--- config.mk ---
export PLATFORM = sky130hd
export DESIGN_NAME = jpeg_marker_structure_checker_top
export DESIGN_NICKNAME = d
export VERILOG_FILES = /design/src/rtl/core/jmsc_pkg.sv /design/src/rtl/core/jpeg_marker_structure_checker_top.sv
export VERILOG_INCLUDE_DIRS = /design/src /design/src/rtl/core
export SDC_FILE = /design/constraint.sdc
export NUM_CORES = 1
export LEC_CHECK = 0
export ABC_AREA = 1
export BUFFER_PORTS_ARGS = -buffer_cell sky130_fd_sc_hd__buf_2
export CORE_MARGIN = 2
export CORE_UTILIZATION = 45
export CTS_BUF_LIST = sky130_fd_sc_hd__clkbuf_8
export CTS_CLUSTER_SIZE = 25
export DETAILED_ROUTE_END_ITERATION = 8
export GPL_TIMING_DRIVEN = 0
export SLEW_MARGIN = 5
export SYNTH_ARGS = -nofsm -noshare
export SYNTH_HDL_FRONTEND = slang
export SYNTH_SLANG_ARGS = --single-unit
--- constraint.sdc ---
create_clock -name clk -period 2.2 [get_ports clk]
set_input_delay 0.44 -clock clk [delete_from_list [all_inputs] [get_ports clk]]
set_output_delay 0.44 -clock clk [all_outputs]
set_load 0.1 [all_outputs]
--- src/rtl/core/jpeg_marker_structure_checker_top_assert.svh ---
// ----------------------------------------------------------------------------
// JPEG marker structure checker - assertion macros
// Concurrent assertion helpers clocked on clk with asynchronous reset rst_n.
// ----------------------------------------------------------------------------
`ifndef JPEG_MARKER_STRUCTURE_CHECKER_TOP_ASSERT_SVH
`define JPEG_MARKER_STRUCTURE_CHECKER_TOP_ASSERT_SVH

`ifndef NO_ASSERTIONS

// Same-cycle implication
`define JMSC_ASSERT_NOW(label, ante, cons, msg) \
    label: assert property (@(posedge clk) disable iff (!rst_n) (ante) |-> (cons)) \
        else $error(msg);

// Next-cycle implication
`define JMSC_ASSERT_NEXT(label, ante, cons, msg) \
    label: assert property (@(posedge clk) disable iff (!rst_n) (ante) |=> (cons)) \
        else $error(msg);

`else

`define JMSC_ASSERT_NOW(label, ante, cons, msg)
`define JMSC_ASSERT_NEXT(label, ante, cons, msg)

`endif

`endif

--- src/rtl/core/jmsc_pkg.sv ---
// ----------------------------------------------------------------------------
// jmsc_pkg
// Shared constants and types of the JPEG marker structure checker.
// ----------------------------------------------------------------------------
package jmsc_pkg;

    // Marker bytes
    localparam logic [7:0] MARKER_PREFIX = 8'hFF;
    localparam logic [7:0] MARKER_SOI    = 8'hD8;
    localparam logic [7:0] MARKER_EOI    = 8'hD9;
    localparam logic [7:0] MARKER_SOS    = 8'hDA;
    localparam logic [7:0] MARKER_TEM    = 8'h01;
    localparam logic [7:0] MARKER_RST0   = 8'hD0;
    localparam logic [7:0] MARKER_RST7   = 8'hD7;
    localparam logic [7:0] STUFF_BYTE    = 8'h00;

    // Minimum file size and byte counter width
    localparam int unsigned MIN_FILE_BYTES = 5;
    localparam int unsigned COUNT_W        = $clog2(MIN_FILE_BYTES + 1);

    // Fault codes
    typedef enum logic [2:0] {
        FAULT_OK     = 3'd0,
        FAULT_SHORT  = 3'd1,
        FAULT_SOI    = 3'd2,
        FAULT_MARKER = 3'd3,
        FAULT_LENGTH = 3'd4,
        FAULT_TRUNC  = 3'd5,
        FAULT_TRAIL  = 3'd6
    } fault_t;

endpackage

--- src/rtl/core/jpeg_marker_structure_checker_top.sv ---
// ----------------------------------------------------------------------------
// jpeg_marker_structure_checker_top
// Byte-stream checker of JPEG marker structure with a verdict on the last byte.
// ----------------------------------------------------------------------------
// Takes one byte of a JPEG file per cycle when not stalled, and checks the
// marker structure: SOI first, fill runs, standalone markers, length-prefixed segments
// and entropy data after SOS. A byte is captured in an input register and
// from there updates the parser state; a final byte instead clears the parser
// and loads its verdict into the result register. Non-final bytes produce no
// result. The only stall comes from the result register: a final byte waits in
// the input register while an earlier verdict has not been taken. After the
// verdict the parser returns to its reset state, ready for the next file.
// ----------------------------------------------------------------------------
`include "jpeg_marker_structure_checker_top_assert.svh"

module jpeg_marker_structure_checker_top
    import jmsc_pkg::*;
(
    input  logic       clk,
    input  logic       rst_n,
    // byte channel
    input  logic       data_valid,
    output logic       data_ready,
    input  logic [7:0] data_byte,
    input  logic       is_final,
    // verdict channel
    output logic       result_valid,
    input  logic       result_ready,
    output logic       structure_ok,
    output logic [2:0] fault_code
);

    typedef enum logic [3:0] {
        PH_SOI0,
        PH_SOI1,
        PH_MARK,
        PH_FILL,
        PH_LENHI,
        PH_LENLO,
        PH_SKIP,
        PH_ENT,
        PH_ENTFF,
        PH_DONE,
        PH_FAULT
    } phase_t;

    // Outcome of a marker code
    typedef struct packed {
        phase_t phase;
        logic   scan;
        logic   eoi;
    } marker_act_t;

    function automatic marker_act_t take_marker(input logic [7:0] m, input logic scan);
        marker_act_t act;
        act.phase = PH_LENHI;
        act.scan  = 1'b0;
        act.eoi   = 1'b0;
        if (m == MARKER_EOI) begin
            act.phase = PH_DONE;
            act.scan  = scan;
            act.eoi   = 1'b1;
        end else if (m == MARKER_SOS) begin
            act.scan  = 1'b1;
        end else if (m >= MARKER_RST0 && m <= MARKER_RST7) begin
            act.phase = scan ? PH_ENT : PH_MARK;
            act.scan  = scan;
        end else if (m == MARKER_TEM) begin
            act.phase = PH_MARK;
        end
        return act;
    endfunction

    // Input stage
    logic       in_valid_reg;
    logic [7:0] in_byte_reg;
    logic       in_final_reg;

    // Parser state
    phase_t             phase_reg,  phase_next;
    logic [COUNT_W-1:0] count_reg,  count_next;
    logic [15:0]        remain_reg, remain_next;
    logic [7:0]         len_hi_reg, len_hi_next;
    logic               scan_reg,   scan_next;
    fault_t             fault_reg,  fault_next;
    logic               eoi_reg,    eoi_next;

    // Result stage
    logic       out_valid_reg;
    logic       ok_reg,   ok_next;
    fault_t     code_reg, code_next;

    logic        advance;
    logic [15:0] seg_len;
    marker_act_t act;
    fault_t      raise_code;
    logic        raise;

    // Input register moves on unless a final byte meets a full result register not being read
    assign advance    = in_valid_reg && (!in_final_reg || !out_valid_reg || result_ready);
    assign data_ready = !in_valid_reg || advance;

    assign seg_len = {len_hi_reg, in_byte_reg};

    // Parser next state for the byte in the input register
    always_comb
    begin
        phase_next  = phase_reg;
        remain_next = remain_reg;
        len_hi_next = len_hi_reg;
        scan_next   = scan_reg;
        eoi_next    = eoi_reg;
        raise       = 1'b0;
        raise_code  = FAULT_OK;
        act         = take_marker(in_byte_reg, scan_reg);
        count_next  = (count_reg < COUNT_W'(MIN_FILE_BYTES)) ? count_reg + 1'b1 : count_reg;

        unique case (phase_reg)
            PH_SOI0:
            begin
                if (in_byte_reg == MARKER_PREFIX) phase_next = PH_SOI1;
                else begin raise = 1'b1; raise_code = FAULT_SOI; end
            end
            PH_SOI1:
            begin
                if (in_byte_reg == MARKER_SOI) phase_next = PH_MARK;
                else begin raise = 1'b1; raise_code = FAULT_SOI; end
            end
            PH_MARK:
            begin
                if (in_byte_reg == MARKER_PREFIX) phase_next = PH_FILL;
                else begin raise = 1'b1; raise_code = FAULT_MARKER; end
            end
            PH_FILL:
            begin
                if (in_byte_reg != MARKER_PREFIX)
                begin
                    phase_next = act.phase;
                    scan_next  = act.scan;
                    eoi_next   = eoi_reg | act.eoi;
                end
            end
            PH_LENHI:
            begin
                len_hi_next = in_byte_reg;
                phase_next  = PH_LENLO;
            end
            PH_LENLO:
            begin
                // length counts its own two bytes
                if (len_hi_reg == 8'd0 && in_byte_reg < 8'd2)
                begin
                    raise      = 1'b1;
                    raise_code = FAULT_LENGTH;
                end else begin
                    remain_next = seg_len - 16'd2;
                    if (seg_len == 16'd2) phase_next = scan_reg ? PH_ENT : PH_MARK;
                    else                  phase_next = PH_SKIP;
                end
            end
            PH_SKIP:
            begin
                remain_next = remain_reg - 16'd1;
                if (remain_reg == 16'd1) phase_next = scan_reg ? PH_ENT : PH_MARK;
            end
            PH_ENT:
            begin
                if (in_byte_reg == MARKER_PREFIX) phase_next = PH_ENTFF;
            end
            PH_ENTFF:
            begin
                if (in_byte_reg == STUFF_BYTE)         phase_next = PH_ENT;
                else if (in_byte_reg == MARKER_PREFIX) phase_next = PH_FILL;
                else
                begin
                    phase_next = act.phase;
                    scan_next  = act.scan;
                    eoi_next   = eoi_reg | act.eoi;
                end
            end
            PH_DONE:
            begin
                raise      = 1'b1;
                raise_code = FAULT_TRAIL;
            end
            default:
            begin
                phase_next = PH_FAULT;
            end
        endcase

        // keep only the first fault
        fault_next = fault_reg;
        if (raise)
        begin
            phase_next = PH_FAULT;
            if (fault_reg == FAULT_OK) fault_next = raise_code;
        end

        // verdict for a final byte
        if (count_next < COUNT_W'(MIN_FILE_BYTES)) code_next = FAULT_SHORT;
        else if (fault_next != FAULT_OK)           code_next = fault_next;
        else if (eoi_next)                         code_next = FAULT_OK;
        else                                       code_next = FAULT_TRUNC;
        ok_next = (code_next == FAULT_OK);
    end

    // Input register
    always_ff @(posedge clk or negedge rst_n)
    begin
        if (!rst_n)
        begin
            in_valid_reg <= 1'b0;
        end else if (data_ready)
        begin
            in_valid_reg <= data_valid;
        end
    end

    always_ff @(posedge clk)
    begin
        if (data_ready && data_valid)
        begin
            in_byte_reg  <= data_byte;
            in_final_reg <= is_final;
        end
    end

    // Parser state, cleared after each verdict
    always_ff @(posedge clk or negedge rst_n)
    begin
        if (!rst_n)
        begin
            phase_reg  <= PH_SOI0;
            count_reg  <= '0;
            remain_reg <= '0;
            len_hi_reg <= '0;
            scan_reg   <= 1'b0;
            fault_reg  <= FAULT_OK;
            eoi_reg    <= 1'b0;
        end else if (advance)
        begin
            if (in_final_reg)
            begin
                phase_reg  <= PH_SOI0;
                count_reg  <= '0;
                remain_reg <= '0;
                len_hi_reg <= '0;
                scan_reg   <= 1'b0;
                fault_reg  <= FAULT_OK;
                eoi_reg    <= 1'b0;
            end else begin
                phase_reg  <= phase_next;
                count_reg  <= count_next;
                remain_reg <= remain_next;
                len_hi_reg <= len_hi_next;
                scan_reg   <= scan_next;
                fault_reg  <= fault_next;
                eoi_reg    <= eoi_next;
            end
        end
    end

    // Result register
    always_ff @(posedge clk or negedge rst_n)
    begin
        if (!rst_n)
        begin
            out_valid_reg <= 1'b0;
        end else if (advance && in_final_reg)
        begin
            out_valid_reg <= 1'b1;
        end else if (result_ready)
        begin
            out_valid_reg <= 1'b0;
        end
    end

    always_ff @(posedge clk)
    begin
        if (advance && in_final_reg)
        begin
            ok_reg   <= ok_next;
            code_reg <= code_next;
        end
    end

    assign result_valid = out_valid_reg;
    assign structure_ok = ok_reg;
    assign fault_code   = code_reg;

    // Checks
    `JMSC_ASSERT_NEXT(a_reset_after_verdict, advance && in_final_reg,
        phase_reg == PH_SOI0 && count_reg == '0 && fault_reg == FAULT_OK,
        "parser not cleared after verdict")
    `JMSC_ASSERT_NOW(a_fault_parks, fault_reg != FAULT_OK, phase_reg == PH_FAULT,
        "fault recorded but parser still running")
    `JMSC_ASSERT_NOW(a_done_has_eoi, phase_reg == PH_DONE, eoi_reg,
        "done phase without EOI")
    `JMSC_ASSERT_NOW(a_ok_matches_code, out_valid_reg, ok_reg == (code_reg == FAULT_OK),
        "verdict flag disagrees with fault code")

endmodule

==> metrics.yaml, run 1 <==
synth-edff-count: 13
pwr-share-comb_pct: 31.4
cap_violations: 0
viasPerCell: 5.24
end_kind: "output pin"
fin_crit_ns: 2.09
period_share_pct: 94.8
cts_tree: "built"
drtAntennaViolNets: 0
via_count: 2939
clk_pin_slew_ns: 0.10
clkPwrFrac_pct: 22.1
cp.arrival_ns: 1.65
timing.final.hold_violations: 0
ir_drop_uv: 350
cp-start-kind: "flip-flop"
synth_cell_type_count: 31
status: "complete, no violations"
p_leak_nw: 1.70
tns_ns: 0
core_mm2: 0.00683
antenna_found_initial: 0
floorplan.die.height_um: 88.3
power_density_mw_per_mm2: 707
die-area_mm2: 0.00780
cts_max_level: 2
drc: 0
grt_pass1_wl_um: 13000
first_iter_violations: 185
final_cell_mix: "nand2_1 (104), nor2_1 (63), inv_1 (52), nand3_1 (38), dfrtp_1 (37)"
multi_input_area_mm2: 0.00162
grt.total_usage_pct: 21.8
power.switching_mw: 0.954
netlist_instances: 439
worstSetupPathType: "flip-flop to output pin"
internal-power_mw: 1.52
yosys_warnings: 0
io_buffers: 18
clock.fmax_ghz: 0.480
n_fill_cell: 695
fin_area_mm2: 0.00350
die_w_um: 88.3
grt_max_degree: 39
required_ns: 1.76
overflow: 0
setup_viol: 0
grt_pass1_vias: 2677
postCtsSetupRepairBufs: 0
rows: 30
async_reset_ff_share_pct: 74.5
switching_share_pct: 38.5
place_area_mm2: 0.00341
hp-class: "input pin to asynchronous set/reset pin"
max-slew-margin-rel_pct: 41.3
worst_slew_pin_slew_ns: 0.880
pin_count: 19
cts_buffers: 5
dp_hpwl_um: 6010
drt-wirelength-per-cell_um: 14.2
p_seq_share_pct: 46.5
synthFlopType: "dfrtp_1"
final_common_cell: "nand2_1"
area_growth_pct: 9.34
path_max_fanout: 7
rsz0062_at_grt: "no"
start_util_pct: 46.8
cts_sinks: 51
gp_congestion: 0.920
first_pass_iters: 5
seqCellArea_mm2: 0.00135
cts_buffer_depth: 2
hold_buffers: 0
fin_ws_ns: 0.115
maxSlewViolCount: 0
wl_um: 7940
largest_register_ffs: 16
finalNetCount: 482
clockRootBuffer: "clkbuf_8"
diodes: 0
synth.net_count: 457
place_ws_ns: 0.270
synth_seq_cells: 51
fin_skew_ns: 0.00900
clock_latency_ns: 0.31
ys_seq_area_share_pct: 41.9
drive_above_1_share_pct: 11.6
syn_area_per_cell_um2: 7.29
cts_resized: 0
syn_area_mm2: 0.00320
## per-layer routing
layer / GRT usage [%] / share of wire [%]
met2: 32.0 / 43
met3: 3.45 / 4.2
met1: 33.3 / 52
met5: 0 / 0
met4: 5.79 / 1.1
## critical path, cell delays in order (launching register included)
cell	delay, ns
edfxtp_1	0.64
nand4_1	0.24
buf_2	0.45
## synth_stat cells (3+ instances only)
cell / instances / share of area, %
a21oi_1: 18 / 2.8
inv_2: 5 / 0.59
nor2_2: 5 / 0.98
dfrtp_1: 38 / 30
o21ai_1: 6 / 0.94
o21ai_0: 34 / 5.3
inv_1: 52 / 6.1
ha_1: 5 / 2.0
xor2_1: 7 / 1.9
nand2_1: 104 / 12
nor3_1: 4 / 0.63
nor2_1: 63 / 7.4
nand3_1: 38 / 5.9
a211oi_1: 3 / 0.70
a21oi_2: 4 / 1.1
nand2_4: 4 / 1.4
edfxtp_1: 13 / 12
o22ai_1: 13 / 2.5
nand4_1: 8 / 1.6
## cell type report
| class | instances | area share [%] |
|---|---|---|
| well taps | 96 | 3.43 |
| clock buffers | 5 | 1.97 |
| flip-flops and latches | 51 | 38.4 |
| plain buffers | 3 | 0.572 |
| repair buffers | 18 | 2.57 |
| multi-input cells | 327 | 46.3 |
| clock inverters | 3 | 0.465 |
| inverters | 58 | 6.29 |
## per-stage QoR
step	utilization [%]	power (mW)	instances	hold WS [ns]
after floorplan	-	1.76	439	0.144
after global placement	50.0	1.93	553	0.468
after detailed placement	50.0	1.94	553	0.469
after CTS	51.2	2.49	561	0.272
after global routing	51.2	2.63	561	0.285
final	51.2	2.47	561	0.234
## kinds of logic (layout without fill, tap and decap cells)
kind of cell / count (synthesis) / after routing / synth area share, %
AND/OR/NAND/NOR: 232 / 232 / 32.0
adder cells (fa/ha/maj): 5 / 5 / 1.95
flip-flops: 51 / 51 / 41.9
AO/OA/AOI/OAI: 83 / 83 / 14.7
XOR/XNOR: 7 / 7 / 1.92
buffers and inverters: 61 / 87 / 7.51
## power by group through the flow
stage	logic [mW]	registers (mW)	clock network, mW
floorplan	0.540	1.21	0
global placement	0.763	1.17	0
detailed placement	0.769	1.17	0
CTS	0.772	1.15	0.566
global route	0.867	1.16	0.599
finish	0.776	1.15	0.547
## final timing paths
path	startpoint	end	slack, ns	depth (start not counted)
min in group clk	is_final	in_final_reg	0.30	1
max in group asynchronous	rst_n	result_valid	1.31	1
worst min-delay path	rst_n	remain_reg[10]	0.23	1
worst min register to register	phase_reg[2]	phase_reg[2]	0.49	2
worst max-delay path	in_final_reg	data_ready	0.11	2
worst max register to register	in_byte_reg[1]	remain_reg[11]	0.26	9
No activity file was read; power rests on OpenSTA's default activity.
==> inputs of run 2 (changes only) <==
--- a/config.mk
+++ b/config.mk
@@ -14,6 +14,7 @@
 export CTS_CLUSTER_SIZE = 25
 export DETAILED_ROUTE_END_ITERATION = 8
 export GPL_TIMING_DRIVEN = 0
+export PLACE_DENSITY = 0.72
 export SLEW_MARGIN = 5
 export SYNTH_ARGS = -nofsm -noshare
 export SYNTH_HDL_FRONTEND = slang
==> run 2 against run 1 <==
Maximum frequency is 2.2% higher. Hold slack improved by 0.0062 ns. Core utilization decreased by 0.055 points. Clock skew increased by 0.0043 ns. Cell count stayed put. Die area is the same. Non-clock buffer count did not move. Sequential power about the same. First-iteration DRC count shrank 3.2%. Largest power group unchanged.
==> metrics.yaml, run 2 (same netlist as run 1, synthesis figures left out) <==
status: "complete, no violations"
cts_buffers: 5  # unchanged
fin_cells: 561  # unchanged
first_iter_violations: 179  # -3.2%
clkPwrFrac_pct: 21.5  # -0.6 points
drtAntennaViolNets: 0  # unchanged
pin_count: 19  # unchanged
p_leak_nw: 1.70  # +0.30%
cts_resized: 0  # unchanged
antenna_found_initial: 0  # unchanged
power_density_mw_per_mm2: 702  # -0.75%
cap_violations: 0  # unchanged
worstSetupPathType: "flip-flop to output pin"
dp_cells: 553  # unchanged
dp_hpwl_um: 5680  # -5.4%
grt.total_usage_pct: 20.6  # -1.2 points
clock_latency_ns: 0.31  # about the same
via_count: 2952  # +0.44%
wl_um: 7500  # -5.6%
timing.final.hold_violations: 0  # unchanged
drive_above_1_share_pct: 11.4  # -0.22 points
clock.fmax_ghz: 0.490  # +2.2%
first_pass_iters: 5  # unchanged
cp.arrival_ns: 1.60  # -0.05 ns
cts_max_level: 2  # unchanged
grt_max_degree: 39  # unchanged
end_kind: "output pin"
p_seq_share_pct: 46.9  # +0.4 points
finalNetCount: 482  # unchanged
hold_buffers: 0  # unchanged
switching_share_pct: 38.1  # -0.43 points
path_max_fanout: 7  # unchanged
period_share_pct: 92.7  # -2.1 points
final_cell_mix: "nand2_1 (104), nor2_1 (63), inv_1 (53), nand3_1 (38), dfrtp_1 (37)"
place_ws_ns: 0.248  # -0.0220 ns
final_common_cell: "nand2_1"
fin_crit_ns: 2.04  # -0.0458 ns
required_ns: 1.76  # about the same
rsz0062_at_grt: "no"
clk_pin_slew_ns: 0.09  # about the same
io_buffers: 18  # unchanged
cts_sinks: 51  # unchanged
max-slew-margin-rel_pct: 41.8  # +0.43 points
gp_congestion: 0.946  # +2.9%
drc: 0  # unchanged
viasPerCell: 5.26  # +0.44%
die_w_um: 88.3  # unchanged
diodes: 0  # unchanged
drt-wirelength-per-cell_um: 13.4  # -5.6%
die-area_mm2: 0.00780  # unchanged
overflow: 0  # unchanged
rows: 30  # unchanged
grt_pass1_vias: 2781  # +3.9%
postCtsSetupRepairBufs: 0  # unchanged
floorplan.die.height_um: 88.3  # unchanged
cp-start-kind: "flip-flop"
fin_ws_ns: 0.161  # +0.0458 ns
pwr-share-comb_pct: 31.6  # +0.2 points
area_growth_pct: 9.23
power.switching_mw: 0.935  # -2.0%
grt_pass1_wl_um: 12500  # -3.8%
start_util_pct: 46.8  # unchanged
largest_register_ffs: 16  # unchanged
core_mm2: 0.00683  # unchanged
fin_skew_ns: 0.0133  # +0.00429 ns
tns_ns: 0  # unchanged
worst_slew_pin_slew_ns: 0.874  # -0.00638 ns
cts_buffer_depth: 2  # unchanged
setup_viol: 0  # unchanged
clockRootBuffer: "clkbuf_8"
cts_tree: "built"
maxSlewViolCount: 0  # unchanged
hp-class: "input pin to asynchronous set/reset pin"
internal-power_mw: 1.52  # -0.16%
ir_drop_uv: 299  # -14%
==> run 2: power groups by stage <==
| stage | clock [mW] | sequential (mW) | combinational, mW |
|---|---|---|---|
| CTS | 0.541 | 1.15 | 0.769 |
| global placement | 0 | 1.16 | 0.745 |
| floorplan | 0 | 1.21 | 0.540 |
| global route | 0.583 | 1.16 | 0.878 |
| finish | 0.528 | 1.15 | 0.774 |
| detailed placement | 0 | 1.17 | 0.764 |
==> run 2: per-stage QoR <==
step | power (mW) | cell area (µm²) | hold WS [ns] | utilization (%)
after floorplan | 1.76 | 3200 | 0.144 | -
after global routing | 2.62 | 3500 | 0.289 | 51.2
after global placement | 1.91 | 3410 | 0.469 | 50.0
final | 2.45 | 3500 | 0.241 | 51.2
after detailed placement | 1.93 | 3410 | 0.467 | 50.0
after CTS | 2.46 | 3500 | 0.286 | 51.2
==> run 2: final timing paths <==
path / start / end / slack [ns] / cells after the start
max in group asynchronous: rst_n / result_valid / 1.31 / 1
worst max register to register: in_byte_reg[1] / structure_ok / 0.21 / 8
worst min register to register: phase_reg[2] / phase_reg[2] / 0.48 / 2
worst max-delay path: in_final_reg / data_ready / 0.16 / 2
worst min-delay path: rst_n / len_hi_reg[4] / 0.24 / 1
min in group clk: data_byte[2] / in_byte_reg[2] / 0.30 / 1
==> run 2: layout make-up <==
class / instances / area (µm²)
clock inverter: 3 / 12.5
multi-input combinational: 327 / 1620
inverter: 58 / 220
timing repair buffer: 18 / 90.1
buffer: 3 / 20.0
sequential: 51 / 1350
tap: 96 / 120
fill: 686 / 3340
clock buffer: 5 / 68.8
==> run 2: critical path, stage by stage (launching register included) <==
cell and delay [ns]:
edfxtp_1 0.61, nand4_1 0.23, buf_2 0.45
==> run 2: routing by layer <==
layer,track usage (%),wire length [µm]
met1,28.0,3560
met2,33.5,3500
met3,2.89,338
met4,7.85,99
met5,0,0
==> inputs of run 3 (changes only) <==
--- a/config.mk
+++ b/config.mk
@@ -8,6 +8,7 @@
 export LEC_CHECK = 0
 export ABC_AREA = 1
 export BUFFER_PORTS_ARGS = -buffer_cell sky130_fd_sc_hd__buf_2
+export CORE_ASPECT_RATIO = 1.4
 export CORE_MARGIN = 2
 export CORE_UTILIZATION = 45
 export CTS_BUF_LIST = sky130_fd_sc_hd__clkbuf_8
==> run 3 against run 2 <==
Cell count fell by 0.18%. Sequential cell count did not move. Hold slack got worse by 0.0010 ns. Global-route usage rose by 0.56 points. Combinational power barely moved. Via count fell by 0.17%. Critical path type unchanged.
==> metrics.yaml, run 3 (same netlist as run 1, synthesis figures left out) <==
status: "complete, no violations"
overflow: 0  # unchanged
area_growth_pct: 9.26  # about the same
max-slew-margin-rel_pct: 40.4  # -1.3 points
clkPwrFrac_pct: 21.7  # +0.2 points
maxSlewViolCount: 0  # unchanged
core_mm2: 0.00694  # +1.5%
worst_slew_pin_slew_ns: 0.893  # +0.0199 ns
n_fill_cell: 726  # +5.8%
pin_count: 19  # unchanged
ff2ff_setup_slack_ns: 0.23  # +0.02 ns
power.switching_mw: 0.932  # -0.30%
largest_register_ffs: 16  # unchanged
gp_congestion: 0.990  # +4.6%
clk_pin_slew_ns: 0.10  # about the same
r2r_cells: 8  # unchanged
cp.arrival_ns: 1.58  # -0.02 ns
required_ns: 1.76  # about the same
grt_max_degree: 39  # unchanged
worstSetupPathType: "flip-flop to output pin"
drive_above_1_share_pct: 11.4  # unchanged
diodes: 0  # unchanged
grt_pass1_vias: 2929  # +5.3%
drt-wirelength-per-cell_um: 13.7  # +2.2%
switching_share_pct: 38.0  # -0.10 points
final_common_cell: "nand2_1"
drtAntennaViolNets: 0  # unchanged
postCtsSetupRepairBufs: 0  # unchanged
rsz0062_at_grt: "no"
setup_viol: 0  # unchanged
grt.total_usage_pct: 21.2  # +0.56 points
hp-class: "input pin to asynchronous set/reset pin"
timing.rr.start: "in_byte_reg[1]"
crit_start: "in_final_reg"
fin_crit_ns: 2.02  # -0.0180 ns
p_total_mw: 2.45  # about the same
end_kind: "output pin"
cts_sinks: 51  # unchanged
period_share_pct: 91.9  # -0.82 points
start_util_pct: 46.1  # -0.71 points
internal-power_mw: 1.52  # +0.13%
cts_buffer_depth: 2  # unchanged
slowest_stage: "edfxtp_1"
cts_tree: "built"
final_cell_mix: "nand2_1 (104), nor2_1 (63), inv_1 (51), nand3_1 (38), dfrtp_1 (37)"
path_max_fanout: 7  # unchanged
clock_latency_ns: 0.31  # about the same
ir_drop_uv: 558  # +86%
cts_resized: 0  # unchanged
clock.fmax_ghz: 0.495  # +0.89%
floorplan.die.height_um: 104  # +17%
timing.final.hold_violations: 0  # unchanged
power_density_mw_per_mm2: 701  # about the same
p_leak_nw: 1.69  # -0.66%
drc: 0  # unchanged
viasPerCell: 5.26  # about the same
rows: 36  # +20%
worstPathCellList: "nand4_1 > buf_2"
grt_pass1_wl_um: 12900  # +3.5%
hold_buffers: 0  # unchanged
clockRootBuffer: "clkbuf_8"
via_count: 2947  # -0.17%
p_seq_share_pct: 46.8  # about the same
cts_max_level: 2  # unchanged
first_iter_violations: 134  # -25%
first_pass_iters: 4  # -1
pwr-share-comb_pct: 31.6  # about the same
wl_um: 7660  # +2.1%
antenna_found_initial: 0  # unchanged
dp_hpwl_um: 5950  # +4.8%
io_buffers: 18  # unchanged
r2r-end: "structure_ok"
finalNetCount: 482  # unchanged
postLayoutCoreUtil_pct: 50.4  # -0.76 points
die_w_um: 75.3  # -15%
tns_ns: 0  # unchanged
cpPeakStageDelay_ns: 0.60  # about the same
crit_end: "data_ready"
cap_violations: 0  # unchanged
cp-start-kind: "flip-flop"
timing.hold.ws_ns: 0.240  # -0.00101 ns
cts_buffers: 5  # unchanged
die-area_mm2: 0.00781  # +0.12%
fin_skew_ns: 0.0144  # +0.00112 ns
==> run 3: layout make-up <==
class / count / area [µm²] / area share [%]
Multi-Input combinational cell: 327 / 1620 / 46.3
Sequential cell: 51 / 1350 / 38.5
Inverter: 58 / 220 / 6.30
Tap cell: 95 / 119 / 3.40
Timing Repair Buffer: 18 / 90.1 / 2.58
Clock buffer: 5 / 68.8 / 1.97
Buffer: 3 / 20.0 / 0.572
Clock inverter: 3 / 15.0 / 0.429
==> run 3: worst min path at each step <==
| stage | start | to | slack (ns) | cells past startpoint |
|---|---|---|---|---|
| finish | rst_n | remain_reg[3] | 0.24 | 1 |
| global route | data_byte[4] | in_byte_reg[4] | 0.29 | 1 |
| CTS | rst_n | remain_reg[9] | 0.28 | 1 |
| detailed placement | phase_reg[2] | phase_reg[2] | 0.48 | 2 |
| global placement | phase_reg[2] | phase_reg[2] | 0.47 | 2 |
| floorplan | rst_n | count_reg[0] | 0.14 | 0 |
==> run 3: critical path, delay by kind of cell, from the launching register on <==
kind,cells,cell delay [ns]
buf+inv,1,0.45
simple gates,1,0.23
flops,1,0.60
==> run 3: power groups by stage <==
stage	clock, mW	combinational (mW)	sequential (mW)
final	0.531	0.774	1.15
after global routing	0.581	0.875	1.16
after CTS	0.553	0.778	1.15
after detailed placement	0	0.774	1.17
after global placement	0	0.756	1.16
after floorplan	0	0.540	1.21
==> run 3: per-stage QoR <==
step / worst slack, ns / instances / area, µm²
after floorplan: -0.195 / 439 / 3200
after global placement: 0.284 / 552 / 3410
after detailed placement: 0.254 / 552 / 3410
after CTS: 0.166 / 560 / 3500
after global routing: 0.0247 / 560 / 3500
final: 0.179 / 560 / 3500
==> run 3: layer usage <==
metal | GRT usage, % | part of all wire (%) | vias to the layer above
met5 | 0 | 0 | -
met4 | 10.2 | 3.6 | 0
met3 | 2.63 | 2.8 | 21
met2 | 37.4 | 54 | 50
met1 | 24.2 | 39 | 1371
li1 | - | - | 1505
